--- src/sv/ol_pkg.sv ---
`timescale 1ns / 1ps

package ol_pkg;

    localparam int DEPTH_DEF = 16;
    localparam int VAL_W     = 32;
    localparam int ACT_W     = 3;
    localparam int POS_W     = 5;
    localparam int STAT_W    = 2;
    localparam int CNT_W     = 5;
    localparam int IN_W      = 40;
    localparam int OUT_W     = 40;

    typedef enum logic [ACT_W-1:0] {
        ACT_INS_FRONT = 3'd0,
        ACT_INS_BACK  = 3'd1,
        ACT_INS_POS   = 3'd2,
        ACT_DEL_FRONT = 3'd3,
        ACT_DEL_BACK  = 3'd4,
        ACT_LIST      = 3'd5
    } act_t;

    typedef enum logic [STAT_W-1:0] {
        STAT_OK     = 2'd0,
        STAT_EMPTY  = 2'd1,
        STAT_BADPOS = 2'd2,
        STAT_FULL   = 2'd3
    } stat_t;

    typedef enum logic [2:0] {
        SEL_HOLD,
        SEL_NEW,
        SEL_LEFT,
        SEL_RIGHT,
        SEL_HEAD
    } sel_t;

endpackage

--- src/sv/ordered_list_with_positional_insert_core.sv ---
`timescale 1ns / 1ps

// Bounded ordered list of signed 32-bit values held in a row of shifting cells.
// Input stream s_*: one transaction per action (insert front/back/at position,
// delete front/back, list). Output stream m_*: one transaction per result,
// carrying status, element, and count; tlast marks the final result.
// On an insert or delete, each cell loads, holds, or takes a neighbor's value
// as the transaction is accepted; the result sits in the output register on
// the next cycle, and a new transaction can be taken in that same cycle if the
// receiver takes the result. A listing rotates the occupied cells one step
// per cycle while the output register is free, emits the front cell with each
// step (one result per element), and returns the row to its original order;
// input is held off while it runs.
// When the receiver stalls, the output register holds and the input is held
// off until the pending result is taken.
// Reset empties the list and the output register; cell contents are
// undefined until written.
module ordered_list_with_positional_insert_core
    import ol_pkg::*;
#(
    parameter int DEPTH = DEPTH_DEF
)
(
    input  logic             clk,
    input  logic             rst_n,
    input  logic             s_tvalid,
    output logic             s_tready,
    input  logic [IN_W-1:0]  s_tdata,   // action[2:0], value[34:3], position[39:35]
    output logic             m_tvalid,
    input  logic             m_tready,
    output logic [OUT_W-1:0] m_tdata,   // status[1:0], element[33:2], count[38:34], zero[39]
    output logic             m_tlast
);

    localparam int CW = $clog2(DEPTH + 1);
    localparam int PW = ((CW > POS_W) ? CW : POS_W) + 1;

    typedef enum logic [1:0] {
        ST_IDLE = 2'b01,
        ST_LIST = 2'b10
    } state_t;

    state_t            state_reg, state_next;
    logic [CW-1:0]     occ_reg, occ_next;
    logic [CW-1:0]     rem_reg, rem_next;
    logic              mval_reg, mval_next;
    logic [STAT_W-1:0] mstat_reg, mstat_next;
    logic [VAL_W-1:0]  melem_reg, melem_next;
    logic [CNT_W-1:0]  mcnt_reg, mcnt_next;
    logic              mlast_reg, mlast_next;

    logic              out_free;
    logic              in_acc;
    logic [ACT_W-1:0]  act;
    logic [VAL_W-1:0]  in_val;
    logic [POS_W-1:0]  in_pos;
    logic              full;
    logic              do_ins, do_delf, do_rot;
    logic [CW-1:0]     slot;
    logic [CW-1:0]     last_idx;
    logic [PW-1:0]     pos_ext, lim_ext, occn_ext;

    logic [VAL_W-1:0]  q [DEPTH];
    sel_t              sel [DEPTH];

    assign out_free = !mval_reg || m_tready;
    assign s_tready = (state_reg == ST_IDLE) && out_free;
    assign in_acc   = s_tvalid && s_tready;
    assign act      = s_tdata[2:0];
    assign in_val   = s_tdata[34:3];
    assign in_pos   = s_tdata[39:35];
    assign full     = (occ_reg == CW'(DEPTH));
    assign last_idx = occ_reg - CW'(1);
    assign pos_ext  = PW'(in_pos);
    assign lim_ext  = PW'(occ_reg) + PW'(1);
    assign occn_ext = PW'(occ_next);

    always_comb
    begin
        state_next = state_reg;
        occ_next   = occ_reg;
        rem_next   = rem_reg;
        mval_next  = mval_reg && !m_tready;
        mstat_next = mstat_reg;
        melem_next = melem_reg;
        mlast_next = mlast_reg;
        do_ins     = 1'b0;
        do_delf    = 1'b0;
        do_rot     = 1'b0;
        slot       = '0;
        if (in_acc)
        begin
            mval_next  = 1'b1;
            mstat_next = STAT_OK;
            melem_next = '0;
            mlast_next = 1'b1;
            unique case (act)
                ACT_INS_FRONT, ACT_INS_BACK, ACT_INS_POS:
                begin
                    if (act == ACT_INS_FRONT)
                        slot = '0;
                    else if (act == ACT_INS_BACK)
                        slot = occ_reg;
                    else
                        slot = CW'(pos_ext - PW'(1));
                    if (act == ACT_INS_POS && (in_pos == '0 || pos_ext > lim_ext))
                        mstat_next = STAT_BADPOS;
                    else if (full)
                        mstat_next = STAT_FULL;
                    else
                    begin
                        do_ins   = 1'b1;
                        occ_next = occ_reg + CW'(1);
                    end
                end
                ACT_DEL_FRONT, ACT_DEL_BACK:
                begin
                    if (occ_reg == '0)
                        mstat_next = STAT_EMPTY;
                    else
                    begin
                        do_delf  = (act == ACT_DEL_FRONT);
                        occ_next = occ_reg - CW'(1);
                    end
                end
                ACT_LIST:
                begin
                    if (occ_reg == '0)
                        mstat_next = STAT_EMPTY;
                    else
                    begin
                        mval_next  = 1'b0;
                        state_next = ST_LIST;
                        rem_next   = occ_reg;
                    end
                end
                default:
                begin
                end
            endcase
        end
        else if (state_reg == ST_LIST && out_free)
        begin
            do_rot     = 1'b1;
            mval_next  = 1'b1;
            mstat_next = STAT_OK;
            melem_next = q[0];
            mlast_next = (rem_reg == CW'(1));
            rem_next   = rem_reg - CW'(1);
            if (rem_reg == CW'(1))
                state_next = ST_IDLE;
        end
    end

    assign mcnt_next = occn_ext[CNT_W-1:0];

    generate
        for (genvar i = 0; i < DEPTH; i++)
        begin : g_cell
            always_comb
            begin
                priority if (do_ins)
                begin
                    if (CW'(i) < slot)
                        sel[i] = SEL_HOLD;
                    else if (CW'(i) == slot)
                        sel[i] = SEL_NEW;
                    else
                        sel[i] = SEL_LEFT;
                end
                else if (do_delf)
                    sel[i] = SEL_RIGHT;
                else if (do_rot)
                    sel[i] = (CW'(i) == last_idx) ? SEL_HEAD : SEL_RIGHT;
                else
                    sel[i] = SEL_HOLD;
            end

            ol_cell u_cell (
                .clk       (clk),
                .sel       (sel[i]),
                .new_val   (in_val),
                .left_val  (q[(i == 0) ? 0 : i - 1]),
                .right_val (q[(i == DEPTH - 1) ? i : i + 1]),
                .head_val  (q[0]),
                .q         (q[i])
            );
        end
    endgenerate

    always_ff @(posedge clk or negedge rst_n)
    begin
        if (!rst_n)
        begin
            state_reg <= ST_IDLE;
            occ_reg   <= '0;
            rem_reg   <= '0;
            mval_reg  <= 1'b0;
        end
        else
        begin
            state_reg <= state_next;
            occ_reg   <= occ_next;
            rem_reg   <= rem_next;
            mval_reg  <= mval_next;
        end
    end

    always_ff @(posedge clk)
    begin
        if (mval_next && out_free)
        begin
            mstat_reg <= mstat_next;
            melem_reg <= melem_next;
            mcnt_reg  <= mcnt_next;
            mlast_reg <= mlast_next;
        end
    end

    assign m_tvalid = mval_reg;
    assign m_tdata  = {1'b0, mcnt_reg, melem_reg, mstat_reg};
    assign m_tlast  = mlast_reg;

`ifndef SYNTHESIS
    a_occ_bound: assert property (@(posedge clk) disable iff (!rst_n)
        occ_reg <= CW'(DEPTH))
        else $error("occupancy above capacity");

    a_occ_only_on_accept: assert property (@(posedge clk) disable iff (!rst_n)
        !in_acc |=> $stable(occ_reg))
        else $error("occupancy changed without an input transaction");

    a_list_blocks_input: assert property (@(posedge clk) disable iff (!rst_n)
        (state_reg == ST_LIST) |-> (!s_tready && rem_reg != '0))
        else $error("listing state inconsistent");

    a_full_insert_holds: assert property (@(posedge clk) disable iff (!rst_n)
        (in_acc && full && (act == ACT_INS_FRONT || act == ACT_INS_BACK))
        |=> (occ_reg == CW'(DEPTH) && m_tdata[1:0] == STAT_FULL))
        else $error("insert into full list not refused");
`endif

endmodule

--- src/sv/ol_cell.sv ---
`timescale 1ns / 1ps

module ol_cell
    import ol_pkg::*;
(
    input  logic             clk,
    input  sel_t             sel,
    input  logic [VAL_W-1:0] new_val,
    input  logic [VAL_W-1:0] left_val,
    input  logic [VAL_W-1:0] right_val,
    input  logic [VAL_W-1:0] head_val,
    output logic [VAL_W-1:0] q
);

    logic [VAL_W-1:0] val_reg;
    logic [VAL_W-1:0] val_next;

    always_comb
    begin
        unique case (sel)
            SEL_HOLD:  val_next = val_reg;
            SEL_NEW:   val_next = new_val;
            SEL_LEFT:  val_next = left_val;
            SEL_RIGHT: val_next = right_val;
            SEL_HEAD:  val_next = head_val;
            default:   val_next = val_reg;
        endcase
    end

    always_ff @(posedge clk)
    begin
        val_reg <= val_next;
    end

    assign q = val_reg;

endmodule

--- config.mk ---
export PLATFORM = sky130hd
export DESIGN_NAME = ordered_list_with_positional_insert_core
export DESIGN_NICKNAME = d
export VERILOG_FILES = /design/src/sv/ol_pkg.sv /design/src/sv/ordered_list_with_positional_insert_core.sv /design/src/sv/ol_cell.sv
export SDC_FILE = /design/constraint.sdc
export NUM_CORES = 1
export LEC_CHECK = 0
export ABC_AREA = 0
export BUFFER_PORTS_ARGS = -buffer_cell sky130_fd_sc_hd__buf_4
export CORE_MARGIN = 2
export CORE_UTILIZATION = 40
export CTS_CLUSTER_DIAMETER = 80
export DETAILED_ROUTE_END_ITERATION = 12
export PLACE_DENSITY = 0.61
export SLEW_MARGIN = 20
export SYNTH_ARGS = -nofsm -noshare
export SYNTH_HDL_FRONTEND = slang
export SYNTH_SLANG_ARGS = --single-unit
--- constraint.sdc ---
create_clock -name clk -period 15.1 [get_ports clk]
set_input_delay 1.51 -clock clk [delete_from_list [all_inputs] [get_ports clk]]
set_output_delay 1.51 -clock clk [all_outputs]
set_load 0.05 [all_outputs]
==> impl_metrics.yaml <==
outcome:
  status: "finished clean"
final_layout:
  largest_register_ffs: 512
  diodes: 0
  fin_nets: 2691
  area_delta_synth_final_pct: 10.5
  fin_util: 0.447
  layout-drive-gt1-share: 0.116
power:
  power_w: 0.00708
  vdd_drop_max_mv: 0.111
  cellLeakagePower_nw: 10.4
  power_density_nw_per_um2: 213
synth:
  synthXorXnorAreaFrac: 0.00233
  synthMuxAreaShare: 0.00179
  ys_seq_elements: 565
  syn-num-nets: 2811
  yosysWarnings: 0
  synth.most_common_cell: "edfxtp_1"
  netlist_area_um2: 30100
  synth_edf_count: 552
  syn_inst: 2753
  synth_compound_area_frac: 0.282
  synth_area_leaders: "edfxtp_1, a221oi_1, a22oi_1"
  synthTopCellsByCount: "edfxtp_1, nand2_1, nor2_1, a22oi_1, clkbuf_1"
  synth_top_family_by_area: "compound AO/OA/AOI/OAI gates"
  synth-adder-area-share: 0.00581
  synth.largest_area_cell: "edfxtp_1"
  synth_flop_cell: "edfxtp_1"
  synthArstFlopShare: 0.0230
  synth.top_cell.area_share: 0.550
  synth_area_per_cell_um2: 10.9
  yosys.area_share.simple: 0.0976
  seq_area_frac_synth: 0.561
  ys_types: 73
critical_path:
  crit_fanout: 65
  critical_path_required_ns: 15.48
  r2r_end: "g_cell[3].u_cell.q[30]"
  cp-end-kind: "register"
  path_buf_inv: 2
  rr_startpoint: "occ_reg[0]"
  r2r_cells: 13
  critPathLaunchType: "register"
  path_class: "reg2reg"
  critical-path-top-delay-family: "compound AO/OA/AOI/OAI gates"
  critPathMaxStageDelay_ns: 0.73
  critPathSlowestCell: "buf_4"
  cp_cell_sequence: "ha_1 -> nand3_1 -> xor2_1 -> ha_1 -> nand3_1 -> o22ai_1 -> a211o_1 -> o2111ai_4 -> a31oi_4 -> buf_4 -> nand2b_2 -> buf_4 -> a21oi_1"
  worstPathArrival_ns: 6.24
  rrSetupSlack_ns: 9.25
timing:
  tns_ns: 0
  min_period_ns: 5.85
  tightest_slew_ns: 1.24
  fin_skew_ns: 0.0560
  rsz0062_at_grt: "no"
  drv_slew: 0
  setup_viol: 0
  max_freq_mhz: 171
  fin_crit_sh: 0.388
  hold_viol_final: 0
  max_slew_margin: 0.168
  holdWs_ns: 0.543
cts:
  ctsResizeCount: 0
  clk_pin_slew_ns: 0.06
  hold_buffers: 0
  clock-sinks: 565
  tritoncts: "yes"
  cts_root_buf: "clkbuf_16"
  cts_setup_buffers: 0
  clk_path_buf_depth: 3
  cts_made_buffers: 60
  htree_levels: 2
  clock_latency_ns: 0.69
place:
  port_buffers: 85
  place_congestion: 0.879
  hpwlAfterDp_um: 62700
min_path:
  hold_path_class: "reg2reg"
  holdPathStages: 1
  hold_path_end: "rem_reg[4]"
  worstHoldStart: "rem_reg[4]"
routing:
  dr.pass1.iters: 7
  wire_per_inst_um: 30.0
  routed_via_density: 6.98
  vias: 25500
  routed_wl_um: 109000
  drtIter0Drc: 4370
  ant_nets: 0
  drc_errors: 0
run:
  cap_violations: 0
floorplanning:
  die_height_um: 278
  num_rows: 100
  dieArea_um2: 77500
  start_util: 0.405
  dieWidth_um: 278
  io_pins: 87
  core_area_um2: 74400
grt:
  grt_remaining_overflow: 0
  grt_max_degree: 70
  grt.total_usage: 0.274
  grt_pass1_vias: 24400
  grt_pass1_wl_um: 160000
  antenna_found_initial: 6
[where the power goes]
group          leakage, nW  switching, W  internal [W]  total [W]
clock network        0.907      0.000666      0.000802    0.00147
registers             5.28      0.000481       0.00262    0.00310
logic                 4.23       0.00178      0.000732    0.00251
total                 10.4       0.00292       0.00415    0.00708
[worst register-to-register path: stages, from the launching register on]
cell	delay [ns]
dfrtp_1	0.72
ha_1	0.38
nand3_1	0.16
xor2_1	0.22
ha_1	0.33
nand3_1	0.11
o22ai_1	0.27
a211o_1	0.30
o2111ai_4	0.57
a31oi_4	0.37
buf_4	0.74
nand2b_2	0.76
buf_4	0.54
a21oi_1	0.15
[cells in the final DEF (no fill, tap or decap), types with 16 or more instances in the layout]
cell,Yosys,final
a222oi_1,33,33
nand2_2,0,20
o31ai_1,61,61
a211oi_2,20,20
and2_1,36,35
a22oi_1,197,197
clkinv_1,0,18
edfxtp_1,552,552
buf_4,5,128
nor2_4,0,16
inv_1,41,41
a211oi_1,117,117
a21oi_1,97,96
a221oi_1,180,180
o21ai_1,34,33
clkbuf_16,0,60
nor2_1,279,262
o21ai_0,60,57
nand2_1,319,296
a221o_1,90,90
o211ai_1,164,164
[cells by family (layout without fill, tap and decap cells)]
logic type / count (synthesis) / after routing
compound gates: 1103 / 1103
simple gates: 704 / 704
flops: 565 / 565
buf+inv: 353 / 282
fa+ha+maj: 14 / 14
xor+xnor: 8 / 8
mux: 5 / 5
other cells: 1 / 1
[worst max path at each step]
stage	start	endpoint	cells after the start
detailed placement	m_tready	g_cell[12].u_cell.q[29]	7
global route	occ_reg[0]	g_cell[3].u_cell.q[30]	13
floorplan	s_tdata[35]	g_cell[5].u_cell.q[0]	10
global placement	m_tready	g_cell[14].u_cell.q[30]	7
CTS	m_tready	g_cell[14].u_cell.q[29]	7
finish	occ_reg[0]	g_cell[3].u_cell.q[30]	13
[metal layers]
| metal | up-vias | global-route usage | wire, um |
|---|---|---|---|
| li1 | 10800 | - | - |
| met1 | 12500 | 0.367 | 42200 |
| met2 | 1910 | 0.432 | 49200 |
| met3 | 322 | 0.0538 | 13200 |
| met4 | 0 | 0.116 | 4820 |
| met5 | - | 0 | 0 |
[metrics by stage]
stage          setup WS (ns)  cell area [um2]  std cells
2_1_floorplan           9.03            30100       2753
4_1_cts                 9.45            33200       3649
6_report                9.25            33300       3651
5_1_grt                 9.09            33300       3651
3_3_place_gp            8.91            31300       3538
3_5_place_dp            8.77            31300       3538
[final cells by class]
class | count | area (um2)
clock buffer | 74 | 1550
inverter | 41 | 154
sequential | 565 | 16900
fill | 6792 | 41200
timing repair buffer | 130 | 1000
tap | 969 | 1210
clock inverter | 37 | 338
multi-input combinational | 1835 | 12100
Power figures use the tool's default switching activity.
